<file path="src/hw/rtl/kfct_pkg.sv">
// ----------------------------------------------------------------------------
// kfct_pkg
// Shared types, codes and widths of the keyed count tree.
// ----------------------------------------------------------------------------
package kfct_pkg;

  localparam int FUNC_W  = 2;
  localparam int TIME_W  = 11;
  localparam int KEY_W   = 8;
  localparam int COUNT_W = 32;
  localparam int CFG_W   = 11;
  // node must hold limit plus its lowest set bit
  localparam int NODE_W  = CFG_W + 1;

  localparam int DEF_TIME_SLOTS = 1024;
  localparam int DEF_KEY_COUNT  = 256;

  localparam logic [CFG_W-1:0] SLOTS_RESET = CFG_W'(1024);

  typedef logic [FUNC_W-1:0] func_t;

  localparam func_t FUNC_ADD    = 2'd0;
  localparam func_t FUNC_REMOVE = 2'd1;
  localparam func_t FUNC_QUERY  = 2'd2;
  localparam func_t FUNC_NONE   = 2'd3;

  typedef struct packed {
    logic load;
    logic up;
    logic step;
  } walk_ctrl_t;

endpackage

</file>
<file path="src/hw/rtl/kfct_node_walker.sv">
// ----------------------------------------------------------------------------
// kfct_node_walker
// Tree node register: steps up or down by the lowest set bit and forms
// the store address of the current node and key.
// ----------------------------------------------------------------------------
module kfct_node_walker #(
  parameter int KEY_COUNT = kfct_pkg::DEF_KEY_COUNT,
  parameter int AW        = 18
) (
  input  logic                        clk,
  input  logic                        rst,
  input  kfct_pkg::walk_ctrl_t        ctrl,
  input  logic [kfct_pkg::NODE_W-1:0] start_node,
  input  logic [kfct_pkg::NODE_W-1:0] limit,
  input  logic [kfct_pkg::KEY_W-1:0]  key,
  output logic                        node_valid,
  output logic [AW-1:0]               addr
);

  localparam int PW = AW + kfct_pkg::NODE_W;

  logic [kfct_pkg::NODE_W-1:0] node;
  logic [kfct_pkg::NODE_W-1:0] node_next;
  logic [kfct_pkg::NODE_W-1:0] low_bit;
  logic [kfct_pkg::NODE_W-1:0] node_m1;
  logic [PW-1:0]               row_base;
  logic                        up;

  assign low_bit = node & (~node + 1'b1);
  assign node_m1 = node - 1'b1;
  assign node_next = up ? (node + low_bit) : (node & node_m1);
  assign node_valid = (node != '0) && (!up || (node <= limit));

  assign row_base = PW'(node_m1) * PW'(KEY_COUNT);
  assign addr = AW'(row_base) + AW'(key);

  always_ff @(posedge clk) begin
    if (rst) begin
      node <= '0;
      up   <= 1'b0;
    end else if (ctrl.load) begin
      node <= start_node;
      up   <= ctrl.up;
    end else if (ctrl.step) begin
      node <= node_next;
    end
  end

endmodule

</file>
<file path="config.mk">
export PLATFORM = sky130hd
export DESIGN_NAME = kfct_node_walker
export DESIGN_NICKNAME = d
export VERILOG_FILES = /design/src/hw/rtl/kfct_pkg.sv /design/src/hw/rtl/kfct_node_walker.sv
export SDC_FILE = /design/constraint.sdc
export NUM_CORES = 1
export LEC_CHECK = 0
export BUFFER_PORTS_ARGS = -buffer_cell sky130_fd_sc_hd__buf_2
export CORE_MARGIN = 3
export CORE_UTILIZATION = 47
export DETAILED_ROUTE_END_ITERATION = 16
export PLACE_DENSITY = 0.77
export SLEW_MARGIN = 10
export SYNTH_ARGS = -nofsm -noshare
export SYNTH_HDL_FRONTEND = slang
export SYNTH_SLANG_ARGS = --single-unit
</file>
<file path="constraint.sdc">
create_clock -name clk -period 2.4 [get_ports clk]
set_clock_uncertainty 0.2 [all_clocks]
set_input_delay 0.36 -clock clk [delete_from_list [all_inputs] [get_ports clk]]
set_output_delay 0.36 -clock clk [all_outputs]
set_load 0.1 [all_outputs]
</file>
==> results by group <==
Status
  – Status: complete, but fails checks
  – Violated checks: negative setup slack

Pwr
  – Cell Pwr Density: 498 nW/um^2
  – Clock power share: 0.158
  – Comb power frac: 0.652
  – Int Pwr: 0.708 mW
  – Overall power: 1.37 mW
  – Net switching power figure: ~0.66 mW
  – Flop pwr share: 0.189
  – Sw frac: 0.483
  – Worst IR Drop VDD: approximately 0.35 mV
  – Leakage power: 1.17 nW

Global routing
  – Total gr overflow: 0
  – Largest net degree at the start of global routing: 27
  – First-pass GRT wire length: 9160 um
  – Total track usage: 0.258
  – Vias in the first global route: 1980
  – Initial antenna violation count: 0

Setup path
  – Reg2reg setup slack: -40 ps
  – Crit Path Class: reg -> out
  – Top delay family on crit path: buffers and inverters
  – Launch point of the worst reg-to-reg path: node[1]
  – Maximum fanout along the worst path: 3
  – CP Capture Point: addr[13]
  – Worst endpoint data arrival time: 1970 ps
  – Critical-path cell list: buf_6 -> nor4_4 -> buf_4 -> or2b_1 -> ha_4 -> clkinvlp_4 -> buf_12
  – Worst r2r dst: node[7]
  – Buf/Inv on CP: 4
  – Reg2Reg Depth: 9
  – Crit. path cell count: 7
  – CP max stage delay: 340 ps
  – Crit path required time: 1840 ps
  – Worst Setup Start Kind: flop
  – Critical path's slowest cell: dfxtp_2
  – Worst setup EP type: output port
  – Crit. Startpoint: node[1]

Clock tree
  – TritonCTS buffer count: 3
  – Root buffer cell: clkbuf_8
  – Clock latency at the later pin of the worst-skew pair: around 260 ps
  – CTS tree: built
  – Clock Path Buffers: 2
  – CTS Sinks: 13
  – Hold_buf cts: 0
  – Clock-pin transition on the worst setup and hold timing paths: ~70 ps
  – CTS H-tree lvls: 1

Die
  – Die Wd: ~68 um
  – Ports: 56
  – Die height: between 60 and 70 um
  – Num rows: 22
  – Initial core utilization: 0.494
  – Core Box Area: 3720 um^2
  – Die Area: 4690 um^2

Timing
  – F_max: 395 MHz
  – Worst-margin pin slew: 480 ps
  – Max-slew headroom: 0.680
  – Fin. Hold Viols: 0
  – Crit path time final: 2530 ps
  – Final setup violation count: 7
  – RSZ-0062 raised after global routing: yes
  – Pins Over Slew Limit: 0
  – Tcrit/Tclk final: 1.05
  – Worst Setup Slack, final: -130 ps

Place
  – # port buffers: 39
  – HPWL after DPL: between 3000 and 4000 um
  – Placer Congestion: 0.935

Synthesis
  – Ys async rst share: 0
  – Largest cells by area after synthesis: ha_1 18%, dfxtp_1 14%, inv_1 6.8%
  – Synth Flop Type: dfxtp_1
  – Netlist cell types: 55
  – Post-synthesis register bit count: 13
  – Syn Area/Cell: 7.22 um^2
  – Most frequent cell after synthesis: inv_1
  – Top cell type by total area after synthesis: ha_1
  – Post-synth EDFFs: 0
  – Synth cell count leaders: 33 x inv_1, 26 x ha_1, 20 x nor2_1, 18 x a21oi_1, 18 x nand2_1
  – Share of the synthesized area in the top cell type: 0.177
  – Synth Net Count: 317
  – Seq/Total Area, Yosys: 0.142
  – Synth Warn #: 0
  – Synth Cell Area: 1830 um^2
  – Cell count after synthesis: 254

Drt
  – 1st-iter DRT viols: just under 200
  – Drt drc: 0
  – First-pass iteration count of the detailed router: 5
  – WL final: 6180 um
  – DR WL/cell: 17.2 um
  – DRT antenna net count: 0
  – Vias: around 2200
  – DR vias/cell: 6.06

Final layout
  – Layout cells sized above 1: 0.439
  – Area grow syn2layout: 50.1%
  – Diodes inserted: 0
  – Final Util: 0.741
  – Nets: 376

Hold path
  – Worst min path class: in -> reg
  – Hold Path Depth: 3

Flow run
  – Max_cap viols: 0
## area by class of cell
type / instances / area [um^2]
multi-input cells: 186 / 1600
clock buffers: 3 / 41.3
well taps: 48 / 60.1
flip-flops and latches: 13 / 275
clock inverters: 1 / 5.00
fillers: 269 / 963
inverters: 33 / 160
repair buffers: 76 / 616
## worst reg2reg max path, cell delays in order (launching register included)
cell	delay, ps
dfxtp_2	340
buf_6	120
buf_4	160
ha_4	160
and2_4	170
or3_1	370
a41oi_2	310
nand3b_1	180
xnor2_1	80
a221oi_1	250
## metal layers
layer,vias up,track usage,part of all wire
li1,1021,-,-
met2,156,0.418,0.47
met3,25,0.0378,0.10
met4,0,0.0943,0.029
met1,978,0.343,0.40
met5,-,0,0
## sequential cells by signal (all words and copies together), names as in the netlist
register  flops
node         12
up            1
## metrics by stage
step / area [um^2] / std cells / worst slack, ps / hold WS, ps / TNS, ps
after floorplan: 1920 / 254 / -438 / 303 / -3000
after global placement: 2390 / 346 / 36.1 / 396 / 0
after detailed placement: 2390 / 346 / -13.4 / 397 / -13.4
after CTS: 2590 / 355 / -131 / 128 / -300
after global routing: 2750 / 360 / -181 / 140 / -960
final: 2750 / 360 / -130 / 129 / -445
## cells in the final DEF, fill, tap and decap left out, drive strengths merged, types with 9 or more instances in the layout
master,count
buf,76
clkinvlp,9
o21ai,15
nand3,11
nand2,18
dfxtp,13
a21oi,18
nor2,20
ha,26
inv,24
## cells by family after synthesis
kind of cell,after synthesis,share of synthesized area
adder cells (fa/ha/maj),26,0.177
XOR/XNOR,6,0.0286
AO/OA/AOI/OAI,76,0.288
buffers and inverters,55,0.134
AND/OR/NAND/NOR,74,0.208
multiplexers,4,0.0218
flip-flops,13,0.142
## timing repair
| action | in CTS | in global routing |
|---|---|---|
| endpoints found under the setup margin | 9 | 14 |
| pin swaps | 10 | 14 |
| cloned | 0 | 0 |
| setup buffers | 5 | 5 |
| resized for setup | 25 | 26 |
## power groups by stage
stage                     Clock, mW  Combinational, mW  Sequential (mW)
after detailed placement          0              0.778            0.258
final                         0.217              0.894            0.260
after global routing          0.226              0.948            0.261
after CTS                     0.219              0.827            0.256
after global placement            0              0.768            0.257
after floorplan                   0              0.578            0.257
## worst min-delay path by stage
stage,start,end
detailed placement,start_node[2],node[2]
CTS,start_node[2],node[2]
global placement,start_node[2],node[2]
global route,start_node[2],node[2]
floorplan,start_node[0],node[0]
finish,start_node[2],node[2]
Note: power is estimated with default switching activity, not from simulation.
