$ cat src/hw/rtl/kfct_pkg.sv
// ----------------------------------------------------------------------------
// kfct_pkg
// Shared types, codes and widths of the keyed count tree.
// ----------------------------------------------------------------------------
package kfct_pkg;

  localparam int FUNC_W  = 2;
  localparam int TIME_W  = 11;
  localparam int KEY_W   = 8;
  localparam int COUNT_W = 32;
  localparam int CFG_W   = 11;
  // node must hold limit plus its lowest set bit
  localparam int NODE_W  = CFG_W + 1;

  localparam int DEF_TIME_SLOTS = 1024;
  localparam int DEF_KEY_COUNT  = 256;

  localparam logic [CFG_W-1:0] SLOTS_RESET = CFG_W'(1024);

  typedef logic [FUNC_W-1:0] func_t;

  localparam func_t FUNC_ADD    = 2'd0;
  localparam func_t FUNC_REMOVE = 2'd1;
  localparam func_t FUNC_QUERY  = 2'd2;
  localparam func_t FUNC_NONE   = 2'd3;

  typedef struct packed {
    logic load;
    logic up;
    logic step;
  } walk_ctrl_t;

endpackage

$ cat src/hw/rtl/kfct_accum.sv
// ----------------------------------------------------------------------------
// kfct_accum
// Shared 32-bit adder: read count plus running sum or plus/minus one.
// ----------------------------------------------------------------------------
module kfct_accum (
  input  logic                         add_sum,
  input  logic                         minus,
  input  logic [kfct_pkg::COUNT_W-1:0] sum,
  input  logic [kfct_pkg::COUNT_W-1:0] rdata,
  output logic [kfct_pkg::COUNT_W-1:0] result
);

  logic [kfct_pkg::COUNT_W-1:0] delta;
  logic [kfct_pkg::COUNT_W-1:0] operand;

  assign delta   = minus ? '1 : kfct_pkg::COUNT_W'(1);
  assign operand = add_sum ? sum : delta;
  assign result  = operand + rdata;

endmodule

$ cat config.mk
export PLATFORM = sky130hd
export DESIGN_NAME = kfct_accum
export DESIGN_NICKNAME = d
export VERILOG_FILES = /design/src/hw/rtl/kfct_pkg.sv /design/src/hw/rtl/kfct_accum.sv
export SDC_FILE = /design/constraint.sdc
export NUM_CORES = 1
export LEC_CHECK = 0
export BUFFER_PORTS_ARGS = -buffer_cell sky130_fd_sc_hd__buf_4
export CAP_MARGIN = 20
export CORE_AREA = 4 4 69 71
export DETAILED_ROUTE_END_ITERATION = 16
export DIE_AREA = 0 0 73 75
export PLACE_DENSITY = 0.79
export SETUP_SLACK_MARGIN = 0.4
export SYNTH_ARGS = -nofsm -noshare
export SYNTH_HDL_FRONTEND = slang
export SYNTH_SLANG_ARGS = --single-unit
$ cat constraint.sdc
create_clock -name vclk -period 3.37
set_input_delay 0.1685 -clock vclk [all_inputs]
set_output_delay 0.1685 -clock vclk [all_outputs]
set_load 0.02 [all_outputs]
==> results.txt, run 1 <==
Entering global routing, the biggest net connects 21 pins. For this run, design rule violations remaining after detail routing come to 0. The signal arrival time at the worst endpoint was 2.76 ns. The cell count after synthesis came out at 304. The tool flagged a number of max-cap violations equal to 0.

The tools report the startpoint class of the critical path as an input pin. Synthesis instantiated 46 different standard cells from the library. The count of final setup violators came out at 0.

The tightest slew margin relative to the limit is 0.769. The maximum fanout count along the critical path was 16; the cell area after synthesis was 1950 um2. Total length of routed wires: 6.63 mm. Type of the setup path with the least slack: input pin to primary output. For the cell row count, the log shows 24.

The via count of the first global-routing pass is 2192. Summing all flip-flop and latch instances after layout gives 0 um2. The final number of hold-violating endpoints is 0. The met1 capacity usage during global routing was 0.293. Relative to the synthesized area, the layout overhead comes to 49.7%. After synthesis, the most frequently instantiated cells are sky130_fd_sc_hd__nand2_1, sky130_fd_sc_hd__ha_1, sky130_fd_sc_hd__a21oi_1. The DRC violation total after the first TritonRoute iteration was 130; the multiplexer share of the synthesized area was 0. Share of cells above drive strength 1: 0.344.

The dominant cell by count in the synthesized netlist is sky130_fd_sc_hd__nand2_1. The die footprint was 5480 um2. Setup repair after global routing left no endpoint under its margin. Average wire length per cell after detail routing: 14.7 um.

For the sequential element share of the synthesized area, the log shows 0. Once detail routing completed, the nets flagged for antenna violations numbered 0. Yosys printed 0 warnings. In this run the static leakage power is 1.50 nW.

For the post-placement cell area, the log shows 2720 um2. 98 I/O pins were placed. The initial core utilization was 0.461; the synthesized net count was 402. After layout, the clock buffer instance count stands at 0.

The final clock period utilization by the worst path is 0.870. The simple-gate area share of the yosys netlist was 0.280; the final standard cell area without fillers was 2920 um2. The global-route met2 utilization is 0.366, and the horizontal die dimension is 73 um. The top cell type by total area after synthesis was sky130_fd_sc_hd__ha_1.

The total via count after detailed routing is 2550. After global routing, the most crowded layer is met2. The transition at the pin with the smallest max-transition slack came out at 0.342 ns. The tools report the aggregate global-route resource usage as 0.209.

The first global-routing pass estimated 9.67 mm of wire. The die boundary height was 75 um; the power density over the cells was 300 nW/um2. The post-synthesis share of cell area spent on full adders, half adders and majority gates is 0.209, and the number of antenna violations at the first check in global routing is 0.

The run finished with clean final reports. The required time of the critical path was 3.20 ns. The number of iterations in the first detailed-routing pass came out at 4. The share of the synthesized area in compound gates (AO/OA/AOI/OAI) is 0.341, and the final sequential cell count is 0.

Once detailed placement completed, the half-perimeter wirelength came to 5.26 mm. The total area inside the core boundary comes to 4230 um2. The synthesized area divided by synthesized cell count was 6.42 um2. The tools report the antenna diode count as 0. Across the VDD grid, the largest voltage drop is 0.169 mV. Dividing the detail-routed via count by the number of cells gives 5.67. The tools report the overall overflow remaining after global route as 0. In the final design database the tool counted 498 nets. The tools report the final weighted congestion in routability-driven placement as 0.879.

The fraction of synthesized cell area taken by the top area cell type came out at 0.199. The type of the most critical hold path is input pin to primary output. Yosys attributes the largest share of cell area to sky130_fd_sc_hd__ha_1, sky130_fd_sc_hd__nand2_1, sky130_fd_sc_hd__a21oi_1. The number of hold buffers added after CTS was 0. The share of the core filled with cells in the final layout was 0.690; the post-synthesis share of cell area spent on xor and xnor gates was 0.130. During placement, the flow inserted port buffers numbering 98.

The global routing usage on met3 came out at 0.0227. Time the final worst path needs with I/O delays and setup: 2.93 ns. Sort of element at the end of the critical path: a primary output.

Largest family of logic cells by synthesized area: compound AO/OA/AOI/OAI gates. Based on the critical path, the design can be clocked at up to 341 MHz. For the number of max-slew violations in the final report, the log shows 0. The run gives 0 ns as the sum of negative setup slack.
==> kinds of logic after synthesis <==
family | count (synthesis)
xor+xnor | 29
simple gates | 127
buf+inv | 20
compound gates | 96
fa+ha+maj | 32
==> where the power goes <==
part | switching (mW) | internal [mW] | leakage (nW) | total [mW]
Combinational | 0.483 | 0.394 | 1.50 | 0.877
Clock | 0 | 0 | 0 | 0
Sequential | 0 | 0 | 0 | 0
Total | 0.483 | 0.394 | 1.50 | 0.877
==> cell usage in the layout, fill, tap and decap left out, types with 8 or more instances in the layout <==
master / instances
sky130_fd_sc_hd__a21o_1: 14
sky130_fd_sc_hd__a21oi_1: 24
sky130_fd_sc_hd__buf_4: 105
sky130_fd_sc_hd__ha_1: 25
sky130_fd_sc_hd__nand2_1: 77
sky130_fd_sc_hd__nand3_1: 8
sky130_fd_sc_hd__nor2_1: 19
sky130_fd_sc_hd__o21ai_0: 15
sky130_fd_sc_hd__xnor2_1: 16
sky130_fd_sc_hd__xor2_1: 13
==> stage by stage <==
stage               hold slack (ns)  cells  total power, mW  worst slack (ns)
floorplan                     0.547    304            0.522             0.421
finish                        0.697    450            0.877             0.438
detailed placement            0.663    443            0.818             0.166
CTS                           0.667    444            0.832             0.381
global route                  0.714    450            0.943             0.352
global placement              0.660    443            0.813             0.218
==> layout make-up <==
| cell class | instances | area [um2] |
|---|---|---|
| multi-input cells | 285 | 1980 |
| inverters | 5 | 18.8 |
| fillers | 356 | 1310 |
| repair buffers | 108 | 853 |
| well taps | 52 | 65.1 |
==> worst paths after layout <==
check     start         end  slack, ns  depth (start not counted)
max     add_sum  result[30]       0.44                         13
min    rdata[0]   result[0]       0.70                          3
==> worst max-delay path, stage by stage <==
cell,delay [ns]
sky130_fd_sc_hd__buf_12,0.13
sky130_fd_sc_hd__buf_12,0.13
sky130_fd_sc_hd__nand2_1,0.07
sky130_fd_sc_hd__nand2_2,0.07
sky130_fd_sc_hd__fa_2,0.39
sky130_fd_sc_hd__a21o_1,0.18
sky130_fd_sc_hd__a221o_1,0.38
sky130_fd_sc_hd__a221oi_4,0.32
sky130_fd_sc_hd__o211ai_4,0.15
sky130_fd_sc_hd__a41oi_2,0.33
sky130_fd_sc_hd__nand3_1,0.14
sky130_fd_sc_hd__o311ai_2,0.11
sky130_fd_sc_hd__buf_4,0.20
==> routing by layer <==
layer,share of wire,wire (um),up-vias
li1,-,-,1291
met1,0.44,2890,1158
met2,0.49,3230,99
met3,0.074,493,2
met4,0.0018,12,0
met5,0,0,-
==> what timing repair did <==
action                                  in CTS  in global routing
endpoints found under the setup margin      13                 13
pin swaps                                    4                 10
resized for setup                            7                 23
buffers inserted                             1                  4
cloned                                       0                  2
Power figures use the tool's default switching activity.
==> inputs of run 2 (changes only) <==
--- a/config.mk
+++ b/config.mk
@@ -7,10 +7,10 @@
 export LEC_CHECK = 0
 export BUFFER_PORTS_ARGS = -buffer_cell sky130_fd_sc_hd__buf_4
 export CAP_MARGIN = 20
-export CORE_AREA = 4 4 69 71
+export CORE_AREA = 4 4 88 57
 export DETAILED_ROUTE_END_ITERATION = 16
-export DIE_AREA = 0 0 73 75
-export PLACE_DENSITY = 0.79
+export DIE_AREA = 0 0 92 61
+export PLACE_DENSITY = 0.78
 export SETUP_SLACK_MARGIN = 0.4
 export SYNTH_ARGS = -nofsm -noshare
 export SYNTH_HDL_FRONTEND = slang
==> run 2 against run 1 <==
  * Fmax increased by 0.96%
  * Total power increased by 0.90%
  * First-iteration DRC count increased by 110%
  * Sequential cell count unchanged
  * Sequential share of layout area unchanged
  * Hold slack got worse by 0.0054 ns
  * Critical path type unchanged
==> results.txt, run 2 (synthesis gave the netlist of run 1 again) <==
The flow ran to the end, and the final reports show no timing, DRC or antenna violations. Adding up every negative setup slack in the final design gives 0 ns. The core box area came out at 4100 um2. The die is 61 um tall.

Setup violations remaining at the end of the flow were counted as 0. The tools report the number of design rule violations left after detail routing as 0. The tools report the startpoint class of the critical path as an input pin. Row generation in the floorplan step produced 18 rows. The tools report the overall overflow remaining after global route as 0. The run gives 0.186 mV as the worst IR drop on VDD.

The tightest slew margin relative to the limit was 0.760; the final hold slack was 0.691 ns. Time the final worst path needs with I/O delays and setup: 2.90 ns. The first global-routing pass estimated 11.2 mm of wire. The final instance count without filler cells is 454. Using the TritonRoute via totals, the vias-per-cell ratio works out to 5.74.

The die footprint is 5610 um2. The congestion estimate from routability-driven global placement came to 0.900. During placement, the flow inserted port buffers numbering 98. For the worst setup path, the data arrival time is 2.74 ns. 98 I/O pins were placed. The number of antenna violations at the first check in global routing came out at 0. Across all layers, the routed design uses 2608 vias. After detailed routing, the average wire length per cell comes to 16.2 um. The pin count of the biggest net entering global routing is 27.

The final standard cell area without fillers is 2870 um2, and the final number of hold-violating endpoints is 0. Power density over the cells: 309 nW/um2. For the initial core utilization, the log shows 0.476. In this run the worst setup path begins at add_sum.

Leaving out fill and tap cells, the most frequent cell in the layout is sky130_fd_sc_hd__buf_4. Cts-stage hold buffer count: 0. The aggregate global-route resource usage was 0.243. In this run, the number of DRC markers left after iteration 0 of detailed routing was 274.

The required time of the critical path is 3.20 ns. The transition at the pin with the smallest max-transition slack is 0.360 ns. The number of max-slew violations in the final report was 0; the final clock period utilization by the worst path was 0.862.

Setup repair after global routing could not meet its margin everywhere. The total length of routed wires is 7.35 mm. Once detailed placement completed, the half-perimeter wirelength came to 6.04 mm.

The area growth from synthesis to final layout is 46.9%. The type of the setup path with the least slack is input pin to primary output. Across the run, the number of max-cap violations was 0. The tools report the count of nets left with antenna violations after detail routing as 0. The antenna diode count is 0. After detailed placement, the total cell area comes to 2730 um2. The share of cells above drive strength 1 was 0.348; the count of placed standard cells including taps was 451. Following the worst setup path forward leads to its endpoint at result[31]. The sequential cells in the finished layout cover a total of 0 um2. Sequential cells placed in the final layout were counted as 0. The count of clock buffers in the final design was 0. The min-delay analysis places its worst path in the category input pin to primary output. The final layout contains 494 nets. The via count of the first global-routing pass is 2360, and the horizontal die dimension is 92 um.

The leakage component of the power was 1.46 nW; the number of iterations in the first detailed-routing pass was 6. STA classifies the critical path endpoint as a primary output. Along the worst path, the maximum fanout reaches 26. In the layout the commonest cells are sky130_fd_sc_hd__buf_4, sky130_fd_sc_hd__nand2_1, sky130_fd_sc_hd__a21oi_1, sky130_fd_sc_hd__ha_1, sky130_fd_sc_hd__nor2_1. Timing would allow up to 344 MHz.
run 2: cell types whose count changed in the layout (fill, tap and decap cells not counted), moves of 2 or more:
cell                     before  now
sky130_fd_sc_hd__ha_2         5   10
sky130_fd_sc_hd__ha_1        25   21
sky130_fd_sc_hd__buf_12       2    0
sky130_fd_sc_hd__buf_4      105  103
run 2: critical path, cell delays in order:
cell	delay, ns
sky130_fd_sc_hd__buf_4	0.13
sky130_fd_sc_hd__nand2b_4	0.17
sky130_fd_sc_hd__buf_8	0.20
sky130_fd_sc_hd__nand2_1	0.11
sky130_fd_sc_hd__ha_2	0.37
sky130_fd_sc_hd__a21oi_1	0.24
sky130_fd_sc_hd__o211ai_1	0.14
sky130_fd_sc_hd__a41oi_1	0.30
sky130_fd_sc_hd__o21ai_0	0.14
sky130_fd_sc_hd__a21oi_1	0.25
sky130_fd_sc_hd__o21ai_0	0.18
sky130_fd_sc_hd__xnor2_1	0.17
sky130_fd_sc_hd__buf_4	0.16
run 2: cell type report:
class / instances / area [um2]
fillers: 381 / 1230
inverters: 5 / 18.8
multi-input cells: 284 / 1970
well taps: 60 / 75.1
repair buffers: 105 / 800
run 2: worst min path at each step:
stage / start / endpoint / slack (ns) / cells past startpoint
after global placement: rdata[0] / result[0] / 0.67 / 3
after detailed placement: rdata[0] / result[0] / 0.66 / 3
final: rdata[0] / result[0] / 0.69 / 3
after CTS: rdata[0] / result[0] / 0.67 / 3
after global routing: rdata[0] / result[0] / 0.71 / 3
after floorplan: rdata[0] / result[0] / 0.55 / 1
run 2: routing by layer:
metal / up-vias / routed length (um) / track usage
met5: - / 0 / 0
met4: 0 / 20 / 0.00211
met3: 2 / 797 / 0.0248
met2: 152 / 2950 / 0.350
met1: 1176 / 3590 / 0.403
li1: 1278 / - / -
run 2: what timing repair did:
item | in CTS | in global routing
hold endpoints to repair | 0 | 0
gates resized for setup | 11 | 21
pin swaps | 4 | 5
setup buffers | 1 | 2
setup endpoints to repair | 12 | 11
run 2: stage by stage:
step            util  power (mW)  setup slack [ns]
2_1_floorplan      -       0.522             0.421
3_3_place_gp   0.666       0.829             0.227
3_5_place_dp   0.666       0.834             0.196
4_1_cts        0.678       0.851             0.410
5_1_grt        0.699       0.945             0.345
6_report       0.699       0.885             0.466
run 2: power breakdown:
part	leakage [nW]	internal (mW)	switching (mW)
combinational	1.46	0.386	0.498
sequential	0	0	0
clock	0	0	0
total	1.46	0.386	0.498
